<file path="config.mk">
export PLATFORM = sky130hd
export DESIGN_NAME = sample_ring_buffer_dedup_overwrite_core
export DESIGN_NICKNAME = d
export VERILOG_FILES = /design/src/rtl/core/srbd_pkg.sv /design/src/rtl/core/srbd_ring_mem.sv /design/src/rtl/core/srbd_ctrl.sv /design/src/rtl/core/sample_ring_buffer_dedup_overwrite_core.sv
export SDC_FILE = /design/constraint.sdc
export NUM_CORES = 1
export LEC_CHECK = 0
export BUFFER_PORTS_ARGS = -buffer_cell sky130_fd_sc_hd__buf_2
export CAP_MARGIN = 20
export CORE_UTILIZATION = 48
export DETAILED_ROUTE_END_ITERATION = 8
export GPL_ROUTABILITY_DRIVEN = 0
export GPL_TIMING_DRIVEN = 0
export HOLD_SLACK_MARGIN = 0.05
export PLACE_DENSITY = 0.65
export SKIP_CTS_REPAIR_TIMING = 1
export SYNTH_ARGS = -nofsm -noshare
export SYNTH_HDL_FRONTEND = slang
export SYNTH_HIERARCHICAL = 1
export SYNTH_SLANG_ARGS = --single-unit
</file>
<file path="constraint.sdc">
create_clock -name clk -period 45.4 [get_ports clk]
set_clock_uncertainty 0.1 [all_clocks]
set_input_delay 11.35 -clock clk [delete_from_list [all_inputs] [get_ports clk]]
set_output_delay 11.35 -clock clk [all_outputs]
set_load 0.02 [all_outputs]
</file>
<file path="src/rtl/core/srbd_pkg.sv">
// ----------------------------------------------------------------------------
// srbd_pkg
// Shared types and codes for the sample ring buffer with repeat suppression.
// ----------------------------------------------------------------------------
package srbd_pkg;

    localparam int AXIS_W  = 16;
    localparam int STAMP_W = 32;

    typedef enum logic [2:0] {
        STATUS_STORED      = 3'd0,
        STATUS_REPEAT      = 3'd1,
        STATUS_STORED_LOST = 3'd2,
        STATUS_POPPED      = 3'd3,
        STATUS_EMPTY       = 3'd4
    } status_t;

    // where the result record comes from
    typedef enum logic [1:0] {
        SRC_ZERO   = 2'd0,
        SRC_MEM    = 2'd1,
        SRC_NEWEST = 2'd2
    } src_t;

    typedef struct packed {
        logic signed [AXIS_W-1:0]  accel_x;
        logic signed [AXIS_W-1:0]  accel_y;
        logic signed [AXIS_W-1:0]  accel_z;
        logic signed [AXIS_W-1:0]  gyro_x;
        logic signed [AXIS_W-1:0]  gyro_y;
        logic signed [AXIS_W-1:0]  gyro_z;
        logic        [STAMP_W-1:0] stamp;
    } record_t;

    typedef struct packed {
        status_t status;
        src_t    src;
    } decision_t;

endpackage

</file>
<file path="src/rtl/core/srbd_ring_mem.sv">
// ----------------------------------------------------------------------------
// srbd_ring_mem
// Record storage: one write port, one registered read port, per-slot valid
// bits so that slots never written read as zero.
// ----------------------------------------------------------------------------
module srbd_ring_mem #(
    parameter int RING_DEPTH = 5,
    parameter int IDX_W      = 3
) (
    input  logic                   clk,
    input  logic                   rst_n,
    input  logic                   wr_en,
    input  logic [IDX_W-1:0]       wr_addr,
    input  srbd_pkg::record_t      wr_data,
    input  logic                   rd_en,
    input  logic [IDX_W-1:0]       rd_addr,
    output srbd_pkg::record_t      rd_data
);

    srbd_pkg::record_t mem [RING_DEPTH];
    logic [RING_DEPTH-1:0] valid_reg;
    srbd_pkg::record_t     rd_data_reg;
    logic                  rd_valid_reg;

    always_ff @(posedge clk)
    begin
        if (wr_en)
        begin
            mem[wr_addr] <= wr_data;
        end
        if (rd_en)
        begin
            rd_data_reg <= mem[rd_addr];
        end
    end

    always_ff @(posedge clk or negedge rst_n)
    begin
        if (!rst_n)
        begin
            valid_reg    <= '0;
            rd_valid_reg <= 1'b0;
        end
        else
        begin
            if (wr_en)
            begin
                valid_reg[wr_addr] <= 1'b1;
            end
            if (rd_en)
            begin
                rd_valid_reg <= valid_reg[rd_addr];
            end
        end
    end

    assign rd_data = rd_valid_reg ? rd_data_reg : '0;

endmodule

</file>
<file path="src/rtl/core/srbd_ctrl.sv">
// ----------------------------------------------------------------------------
// srbd_ctrl
// Ring indices, newest-record copy, repeat compare and push/pop decision.
// ----------------------------------------------------------------------------
module srbd_ctrl #(
    parameter int RING_DEPTH = 5,
    parameter int IDX_W      = 3
) (
    input  logic                   clk,
    input  logic                   rst_n,
    input  logic                   accept,
    input  logic                   func,
    input  srbd_pkg::record_t      rec,
    output logic                   wr_en,
    output logic [IDX_W-1:0]       wr_addr,
    output logic [IDX_W-1:0]       rd_addr,
    output srbd_pkg::record_t      newest,
    output srbd_pkg::decision_t    decision
);

    localparam logic [IDX_W-1:0] LAST_IDX = IDX_W'(RING_DEPTH - 1);

    logic [IDX_W-1:0]  write_idx_reg, write_idx_next;
    logic [IDX_W-1:0]  oldest_idx_reg, oldest_idx_next;
    srbd_pkg::record_t newest_reg;
    logic [IDX_W-1:0]  write_adv, oldest_adv;
    logic              match;
    logic              store;

    assign write_adv  = (write_idx_reg == LAST_IDX) ? '0 : write_idx_reg + 1'b1;
    assign oldest_adv = (oldest_idx_reg == LAST_IDX) ? '0 : oldest_idx_reg + 1'b1;

    // stamp is not part of the repeat compare
    assign match = (rec.accel_x == newest_reg.accel_x) && (rec.accel_y == newest_reg.accel_y)
                && (rec.accel_z == newest_reg.accel_z) && (rec.gyro_x == newest_reg.gyro_x)
                && (rec.gyro_y == newest_reg.gyro_y) && (rec.gyro_z == newest_reg.gyro_z);

    always_comb
    begin
        write_idx_next  = write_idx_reg;
        oldest_idx_next = oldest_idx_reg;
        store           = 1'b0;
        decision.src    = srbd_pkg::SRC_ZERO;
        decision.status = srbd_pkg::STATUS_STORED;
        if (!func)
        begin
            if (match)
            begin
                decision.status = srbd_pkg::STATUS_REPEAT;
            end
            else
            begin
                store          = 1'b1;
                write_idx_next = write_adv;
                if (write_adv == oldest_idx_reg)
                begin
                    // full: drop the oldest record
                    oldest_idx_next = oldest_adv;
                    decision.status = srbd_pkg::STATUS_STORED_LOST;
                end
            end
        end
        else if (oldest_idx_reg == write_idx_reg)
        begin
            decision.src    = srbd_pkg::SRC_NEWEST;
            decision.status = srbd_pkg::STATUS_EMPTY;
        end
        else
        begin
            decision.src    = srbd_pkg::SRC_MEM;
            decision.status = srbd_pkg::STATUS_POPPED;
            oldest_idx_next = oldest_adv;
        end
    end

    always_ff @(posedge clk or negedge rst_n)
    begin
        if (!rst_n)
        begin
            write_idx_reg  <= '0;
            oldest_idx_reg <= '0;
            newest_reg     <= '0;
        end
        else if (accept)
        begin
            write_idx_reg  <= write_idx_next;
            oldest_idx_reg <= oldest_idx_next;
            if (store)
            begin
                newest_reg <= rec;
            end
        end
    end

    assign wr_en   = accept && store;
    assign wr_addr = write_idx_reg;
    assign rd_addr = oldest_idx_reg;
    assign newest  = newest_reg;

endmodule

</file>
<file path="src/rtl/core/sample_ring_buffer_dedup_overwrite_core.sv">
// ----------------------------------------------------------------------------
// sample_ring_buffer_dedup_overwrite_core
// Ring of motion-sensor records with repeat drop and overwrite of the oldest.
// ----------------------------------------------------------------------------
//  channel | handshake             | payload
//  --------+-----------------------+----------------------------------------
//  input   | in_valid / in_stall   | func, accel_x..gyro_z, stamp
//  output  | out_valid / out_stall | status, out_accel_x..out_gyro_z, out_stamp
//
//  One item per cycle unless a result is stalled: each transfer is decided in the
//  cycle it arrives and its result appears in the output register on the next cycle.
//  The pop read uses the single registered read port of the record memory.
//  Reset clears indices and slot valid bits; unwritten slots read as zero.
//  A stalled result holds; input is taken while the result is being taken.
// ----------------------------------------------------------------------------
module sample_ring_buffer_dedup_overwrite_core #(
    parameter int RING_DEPTH = 5
) (
    input  logic               clk,
    input  logic               rst_n,
    input  logic               in_valid,
    output logic               in_stall,
    input  logic               func,
    input  logic signed [15:0] accel_x,
    input  logic signed [15:0] accel_y,
    input  logic signed [15:0] accel_z,
    input  logic signed [15:0] gyro_x,
    input  logic signed [15:0] gyro_y,
    input  logic signed [15:0] gyro_z,
    input  logic        [31:0] stamp,
    output logic               out_valid,
    input  logic               out_stall,
    output logic        [2:0]  status,
    output logic signed [15:0] out_accel_x,
    output logic signed [15:0] out_accel_y,
    output logic signed [15:0] out_accel_z,
    output logic signed [15:0] out_gyro_x,
    output logic signed [15:0] out_gyro_y,
    output logic signed [15:0] out_gyro_z,
    output logic        [31:0] out_stamp
);

    localparam int IDX_W = $clog2(RING_DEPTH);

    logic                  accept;
    srbd_pkg::record_t     in_rec;
    logic                  wr_en;
    logic [IDX_W-1:0]      wr_addr;
    logic [IDX_W-1:0]      rd_addr;
    srbd_pkg::record_t     newest;
    srbd_pkg::decision_t   decision;
    srbd_pkg::record_t     mem_rd;
    srbd_pkg::record_t     out_rec;

    logic                  out_valid_reg;
    srbd_pkg::status_t     status_reg;
    logic                  from_mem_reg;
    srbd_pkg::record_t     hold_rec_reg;

    assign in_stall = out_valid_reg && out_stall;
    assign accept   = in_valid && !in_stall;

    assign in_rec.accel_x = accel_x;
    assign in_rec.accel_y = accel_y;
    assign in_rec.accel_z = accel_z;
    assign in_rec.gyro_x  = gyro_x;
    assign in_rec.gyro_y  = gyro_y;
    assign in_rec.gyro_z  = gyro_z;
    assign in_rec.stamp   = stamp;

    srbd_ctrl #(
        .RING_DEPTH (RING_DEPTH),
        .IDX_W      (IDX_W)
    ) u_ctrl (
        .clk      (clk),
        .rst_n    (rst_n),
        .accept   (accept),
        .func     (func),
        .rec      (in_rec),
        .wr_en    (wr_en),
        .wr_addr  (wr_addr),
        .rd_addr  (rd_addr),
        .newest   (newest),
        .decision (decision)
    );

    srbd_ring_mem #(
        .RING_DEPTH (RING_DEPTH),
        .IDX_W      (IDX_W)
    ) u_mem (
        .clk     (clk),
        .rst_n   (rst_n),
        .wr_en   (wr_en),
        .wr_addr (wr_addr),
        .wr_data (in_rec),
        .rd_en   (accept),
        .rd_addr (rd_addr),
        .rd_data (mem_rd)
    );

    always_ff @(posedge clk or negedge rst_n)
    begin
        if (!rst_n)
        begin
            out_valid_reg <= 1'b0;
            status_reg    <= srbd_pkg::STATUS_STORED;
            from_mem_reg  <= 1'b0;
        end
        else
        begin
            if (accept)
            begin
                out_valid_reg <= 1'b1;
                status_reg    <= decision.status;
                from_mem_reg  <= (decision.src == srbd_pkg::SRC_MEM);
            end
            else if (!out_stall)
            begin
                out_valid_reg <= 1'b0;
            end
        end
    end

    // push results carry zeros; empty pop carries the newest record
    always_ff @(posedge clk)
    begin
        if (accept)
        begin
            hold_rec_reg <= (decision.src == srbd_pkg::SRC_NEWEST) ? newest : '0;
        end
    end

    assign out_rec     = from_mem_reg ? mem_rd : hold_rec_reg;
    assign out_valid   = out_valid_reg;
    assign status      = status_reg;
    assign out_accel_x = out_rec.accel_x;
    assign out_accel_y = out_rec.accel_y;
    assign out_accel_z = out_rec.accel_z;
    assign out_gyro_x  = out_rec.gyro_x;
    assign out_gyro_y  = out_rec.gyro_y;
    assign out_gyro_z  = out_rec.gyro_z;
    assign out_stamp   = out_rec.stamp;

endmodule

</file>
* Word level (Yosys, flattened, before mapping)
Memories as Yosys holds them, arrays and structs flattened. A register that Yosys moved wholly into a read port is not among the register bits. Index checks and enable logic that the tools add are counted.
Cells by class: add/subtract/negate cells 2, magnitude comparators 3, eq/ne operators 15, multiplexer cells 23, bitwise logic cells 3, reductions and logical operators 14
Operators with widths (number):
- 128-bit 2-to-1 mux | 2
- 16-bit equality test | 6
- 3-bit 2-to-1 mux | 8
- 1-bit logical AND | 9
- 3-bit by 4-bit < comparator with 1-bit output (second input constant) | 2
- 1-bit 2-to-1 mux | 8
- 3-bit by 1-bit adder with 3-bit output (second input constant) | 2
- 3-bit equality test | 2
- 3-bit equality test (second input constant) | 2
- 5-bit 2-to-1 mux | 1
- 5-bit OR | 1
- 2-bit 2-to-1 mux | 2
- 2-bit != test (second input constant) | 2
- 4-bit AND reduction | 1
- 1-bit binary-select mux with 3-bit select | 1
- 1-bit demux with 3-bit select | 1
- 3-bit by 1-bit greater-or-equal comparator with 1-bit output (second input constant) | 1
- 3-bit AND reduction | 1
- 2-bit by 1-bit equality test with 1-bit output (second input constant) | 1
- 2-bit equality test (second input constant) | 1
- 2-bit by 1-bit != test with 1-bit output (second input constant) | 1
- 1-bit inverter | 2
- 2-bit AND reduction | 1
- 2-bit nonzero test | 1
- 1-bit logical NOT | 1
Storage, ports and cells: register bits 273, memory bits (writable) 640, input port bits 133, word-level logic and storage cells 82, memories kept 1
Memories:
- u_mem.mem | words 5, bits a word 128, rd ports 1, clocked after Yosys merged registers in 1, wr ports 1, line srbd_ring_mem.sv:20 | srbd_pkg::record_t mem [RING_DEPTH];

* Longest topological paths before layout
depth in word-level cells 11, mapped depth 9

* Modules after synthesis
Netlist, hierarchy kept.
Modules (own cells, without submodules):
- srbd_ring_mem | instances 1, cells an instance 1237, area an instance 28781.4 sq um
- srbd_ctrl | instances 1, cells an instance 452, area an instance 6606.3 sq um
- sample_ring_buffer_dedup_overwrite_core | instances 1, cells an instance 426, area an instance 6506.2 sq um

* Worst setup path after synthesis
Ideal clock, no wire load.
path type input-to-reg, from input in_valid, to register u_mem.valid_reg[4], arrival time 30.080 ns, required time 45.176 ns, path slack 15.096 ns, cell stages on the path 7, buffers on the path 1, path through a21boi_2 > nand2_1 > a21oi_2 > clkbuf_1 > nand2b_1 > nor3b_1 > or2_2
On the way: word-level cells in the longest chain between the ends 2
RTL lines:
- start, declared | line sample_ring_buffer_dedup_overwrite_core.sv:21 | input logic in_valid,
- 1-bit logical AND | line sample_ring_buffer_dedup_overwrite_core.sv:61 | assign accept = in_valid && !in_stall;
- 1-bit logical AND | line srbd_ctrl.sv:95 | assign wr_en = accept && store;
- via wr_en | line sample_ring_buffer_dedup_overwrite_core.sv:47 | logic wr_en;
- end signal, assigned | line srbd_ring_mem.sv:41 | valid_reg <= '0;
- end signal, assigned by index | line srbd_ring_mem.sv:48 | valid_reg[wr_addr] <= 1'b1;
- end, declared | line srbd_ring_mem.sv:21 | logic [RING_DEPTH-1:0] valid_reg;
The timed path passes the listed nets, and every way through them passes these cells. A chain may end at the register's enable or synchronous reset.

* Worst setup path in the final report
from input out_stall, to output in_stall
On the way: word-level cells in the longest chain between the ends 1
RTL lines:
- start, declared | line sample_ring_buffer_dedup_overwrite_core.sv:32 | input logic out_stall,
- 1-bit logical AND | line sample_ring_buffer_dedup_overwrite_core.sv:60 | assign in_stall = out_valid_reg && out_stall;
- end, declared | line sample_ring_buffer_dedup_overwrite_core.sv:22 | output logic in_stall,
Every way passes these cells.

==> impl_summary.md <==
Cells and area
The number of inserted filler cells in the final layout is 6,511. The register with the most flip-flops in the layout has 640 of them. Of the cells placed in the final design, the portion with a size suffix greater than 1 is 41.2%. The most flop-heavy register is u_mem/mem.

In the final design database the tool counted ~2.7k nets. Summing all multi-input logic gate instances after layout gives between 10,000 and 15,000 µm². The area of all placed cells without fillers is around 50,000 µm². Once layout is complete, the utilization of the core stands at about 58%.

The register area is 30,500 µm². From synthesis to final layout, the design area changed by 18.2%.

Pwr
Net switching is roughly 29% of the power. In this run, the combinational gates consume between 20% and 30% of the power. The part of the total power dissipated in the clock network is between 30 and 40%. Registers are responsible for 41.2% of the overall power. The post-layout total power is ~3000 µW.

Cell internal power was estimated by the tool at between 2000 and 2500 µW. The leakage component of the power is between 0.015 and 0.02 µW. Summed over all nets, the switching power comes to ~860 µW. The power density over the cells is approximately 60 nW/µm².

The largest vdd supply drop is approximately 0.038 mV.

STA
The relative slew slack is around 28%. Setup violations remaining at the end of the flow were counted as 0. The final-report max-slew violation count is 0.

For this run, the top clock speed supported by timing is 43.1 MHz. Setup repair after global routing left no endpoint under its margin. The setup slack after layout is ~22 ns. The hold violation count in the final report is 0. The worst hold margin is approximately 0.37 ns. At the pin with the least slew margin, the transition time is 1.08 ns. In the finished design, the share of the clock period the worst path needs comes to between 50% and 60%.

Subtracting the final worst setup slack from the clock period gives about 23 ns.

Routing
Once detail routing completed, the nets flagged for antenna violations numbered 0. Before antenna repair, the detailed router went through 5 iterations. The detail-routed via count per cell is 5.50. Summed over all layers, the routed wires come to slightly above 100 mm. After detailed routing, the average wire length per cell comes to roughly 27 µm. The via total after detailed routing is 20.9k. The number of design-rule violations left by the first detailed-router iteration is 1,571. After detailed routing, the number of remaining DRC violations is 0.

Clock network
The longest clock path from root to sink contains 3 buffers. The cell sitting at the root of the clock tree is a sky130_fd_sc_hd__clkbuf_16. The clock sink total is around 1.0k.

Counting the buffers created by CTS gives 106. For the worst-skew pair, the clock arrives at the later sink with an insertion delay of ~0.66 ns. The H-tree level count is 3. TritonCTS built the clock tree. The clock-pin slew on the worst setup and hold paths is approximately 0.060 ns.

GRT
Entering global routing, the biggest net connects 84 pins. The total overflow left after global routing is 0. The first-pass GRT wire length is 149 mm. The via count of the first global-routing pass came to around 22k.

For this run, the total global-route usage over all layers was measured as between 20% and 30%. The initial antenna violation count was 28.

Floorplanning
For this configuration, the core starts out at a cell density of 48.8%. The area of the core is between 80,000 and 90,000 µm². The standard-cell row count is about 110. Measured along the x axis, the die boundary spans 297 µm. From bottom edge to top edge, the die measures slightly below 300 µm.

266 I/O pins were placed. The floorplan step defined a die boundary enclosing around 88,000 µm².

Setup path
The startpoint-to-endpoint class of the critical path is in -> out. The arrival time at the worst endpoint is approximately 12 ns. The data required time at the worst endpoint is about 34 ns.

The signal on the critical path passes through buf_2 > and2_1 > buf_2. Together, buffers and inverters on the worst path number 2. The kind of cell adding the most delay to the critical path is buffers and inverters. The largest single stage delay on the critical path is around 0.15 ns. The master of the slowest instance on the critical path is sky130_fd_sc_hd__and2_1. The worst setup path is launched from a primary input. The kind of end point of the critical path is an output pin. In this run the worst path has a maximum fanout of 2. The most numerous cell type found on the critical path is sky130_fd_sc_hd__buf_2.

Outcome
The flow ran to the end, and the final reports show no timing, DRC or antenna violations.

Logic synthesis
The netlist area before placement is 41,900 µm². The net count after synthesis is ~2.3k. The synthesized instance count is ~2.1k. A synthesized cell averages ~20 µm². Synthesis inferred 1,041 register bits. For this run, the number of Yosys warnings is 6. The register area share after synthesis is between 70 and 80%. The count of distinct cell types in the synthesized netlist is a little over 40.

Place
Before CTS, the worst setup slack after placement is approximately 22 ns. The post-placement cell area is about 46,000 µm². The placed wire-length estimate after detailed placement is 69.8 mm. The number of I/O port buffers is between 200 and 300.

Run
The reported max-cap violation count is 0.

Worst hold path
The type of the tightest min-delay check is reg -> reg.
[path summary, 6_finish.rpt]
path / start / to / slack [ns] / depth (start not counted)
worst min-delay path: u_mem/valid_reg[2]$_DFFE_PN0P_ / u_mem/valid_reg[2]$_DFFE_PN0P_ / 0.37 / 1
max in group asynchronous: rst_n / u_ctrl/newest[91]$_DFFE_PN0P_ / 33.63 / 2
min in group asynchronous: rst_n / u_ctrl/newest[20]$_DFFE_PN0P_ / 10.53 / 1
worst max register to register: u_ctrl/newest[52]$_DFFE_PN0P_ / u_mem/mem[0][60]$_DFFE_PP_ / 40.42 / 14
worst min register to register: u_mem/valid_reg[2]$_DFFE_PN0P_ / u_mem/valid_reg[2]$_DFFE_PN0P_ / 0.37 / 1
worst max-delay path: out_stall / in_stall / 22.17 / 3
[power groups by stage]
stage          clock network, µW  registers (µW)  logic (µW)
6_report                     890            1220         847
5_1_grt                      941            1230         902
4_1_cts                      908            1220         863
3_5_place_dp                   0            1240         859
3_3_place_gp                   0            1260         825
2_1_floorplan                  0            1240         566
[cell usage after synthesis, drive strengths merged]
cell type / count / share of area [%]
a211o: 1 / 0.021
a21boi: 1 / 0.027
a21o: 1 / 0.018
a21oi: 4 / 0.057
a22o: 1 / 0.021
a311oi: 1 / 0.021
a31o: 1 / 0.021
and2: 258 / 3.9
buf: 63 / 1.2
clkbuf: 39 / 0.36
dfrtp: 145 / 8.7
edfxtp: 896 / 64
ha: 4 / 0.12
inv: 8 / 0.072
mux2: 392 / 11
mux2i: 3 / 0.072
mux4: 128 / 6.9
nand2: 4 / 0.036
nand2b: 2 / 0.030
nand4: 6 / 0.090
nor2: 9 / 0.081
nor2b: 4 / 0.066
nor3: 3 / 0.036
nor3b: 2 / 0.036
nor4: 26 / 0.42
o2111a: 1 / 0.027
o21ai: 1 / 0.012
o22ai: 1 / 0.015
o31ai: 2 / 0.036
o32a: 1 / 0.024
or2: 6 / 0.090
xnor2: 1 / 0.021
xor2: 100 / 2.1
[kinds of logic (layout without fill, tap and decap cells)]
| family | after synthesis | count (layout) | synth area share (%) |
|---|---|---|---|
| mux | 523 | 523 | 18.2 |
| fa+ha+maj | 4 | 4 | 0.119 |
| flops | 1041 | 1041 | 72.9 |
| xor+xnor | 101 | 101 | 2.11 |
| compound gates | 16 | 16 | 0.299 |
| simple gates | 320 | 320 | 4.74 |
| buf+inv | 110 | 653 | 1.64 |
| other cells | 0 | 4 | 0 |
[metrics by stage]
stage | cells | TNS (ns)
detailed placement | 3603 | 0
floorplan | 2115 | 0
CTS | 3801 | 0
global route | 3802 | 0
global placement | 3524 | -177.92
finish | 3806 | 0
[cell type report]
type / instances / area share (%)
Multi-Input combinational cell: 964 / 21.6
Tap cell: 1144 / 2.89
Antenna cell: 4 / 0.0202
Sequential cell: 1041 / 61.7
Inverter: 8 / 0.0607
Buffer: 102 / 1.33
Clock buffer: 149 / 6.03
Clock inverter: 49 / 1.20
Timing Repair Buffer: 345 / 5.17
[metal layers]
metal,share of wire [%],GRT usage [%],vias to the layer above
met4,2.5,6.17,26
met3,6.6,5.54,162
met2,50,39.1,621
met5,0.16,0,-
met1,40,30.4,10999
li1,-,-,9111
[cell usage in the layout, fill, tap and decap left out, types with 3 or more instances in the layout]
master | Yosys | final
sky130_fd_sc_hd__a21oi_1 | 3 | 3
sky130_fd_sc_hd__and2_1 | 258 | 258
sky130_fd_sc_hd__buf_1 | 10 | 10
sky130_fd_sc_hd__buf_12 | 0 | 18
sky130_fd_sc_hd__buf_16 | 0 | 9
sky130_fd_sc_hd__buf_2 | 19 | 284
sky130_fd_sc_hd__buf_4 | 2 | 5
sky130_fd_sc_hd__buf_6 | 32 | 72
sky130_fd_sc_hd__buf_8 | 0 | 10
sky130_fd_sc_hd__bufinv_16 | 0 | 13
sky130_fd_sc_hd__clkbuf_1 | 37 | 64
sky130_fd_sc_hd__clkbuf_16 | 0 | 107
sky130_fd_sc_hd__clkbuf_8 | 0 | 15
sky130_fd_sc_hd__clkinv_1 | 0 | 12
sky130_fd_sc_hd__clkinv_2 | 0 | 16
sky130_fd_sc_hd__clkinvlp_4 | 0 | 4
sky130_fd_sc_hd__dfrtp_1 | 145 | 145
sky130_fd_sc_hd__diode_2 | 0 | 4
sky130_fd_sc_hd__edfxtp_1 | 896 | 896
sky130_fd_sc_hd__ha_1 | 4 | 4
sky130_fd_sc_hd__inv_1 | 8 | 8
sky130_fd_sc_hd__mux2_2 | 312 | 312
sky130_fd_sc_hd__mux2_4 | 80 | 80
sky130_fd_sc_hd__mux2i_1 | 3 | 3
sky130_fd_sc_hd__mux4_2 | 128 | 128
sky130_fd_sc_hd__nand2_1 | 4 | 4
sky130_fd_sc_hd__nand4_1 | 6 | 6
sky130_fd_sc_hd__nor2_1 | 9 | 7
sky130_fd_sc_hd__nor2b_1 | 3 | 3
sky130_fd_sc_hd__nor4_1 | 25 | 25
sky130_fd_sc_hd__or2_2 | 6 | 6
sky130_fd_sc_hd__xor2_1 | 100 | 100
(Power assumes the default switching activity.)
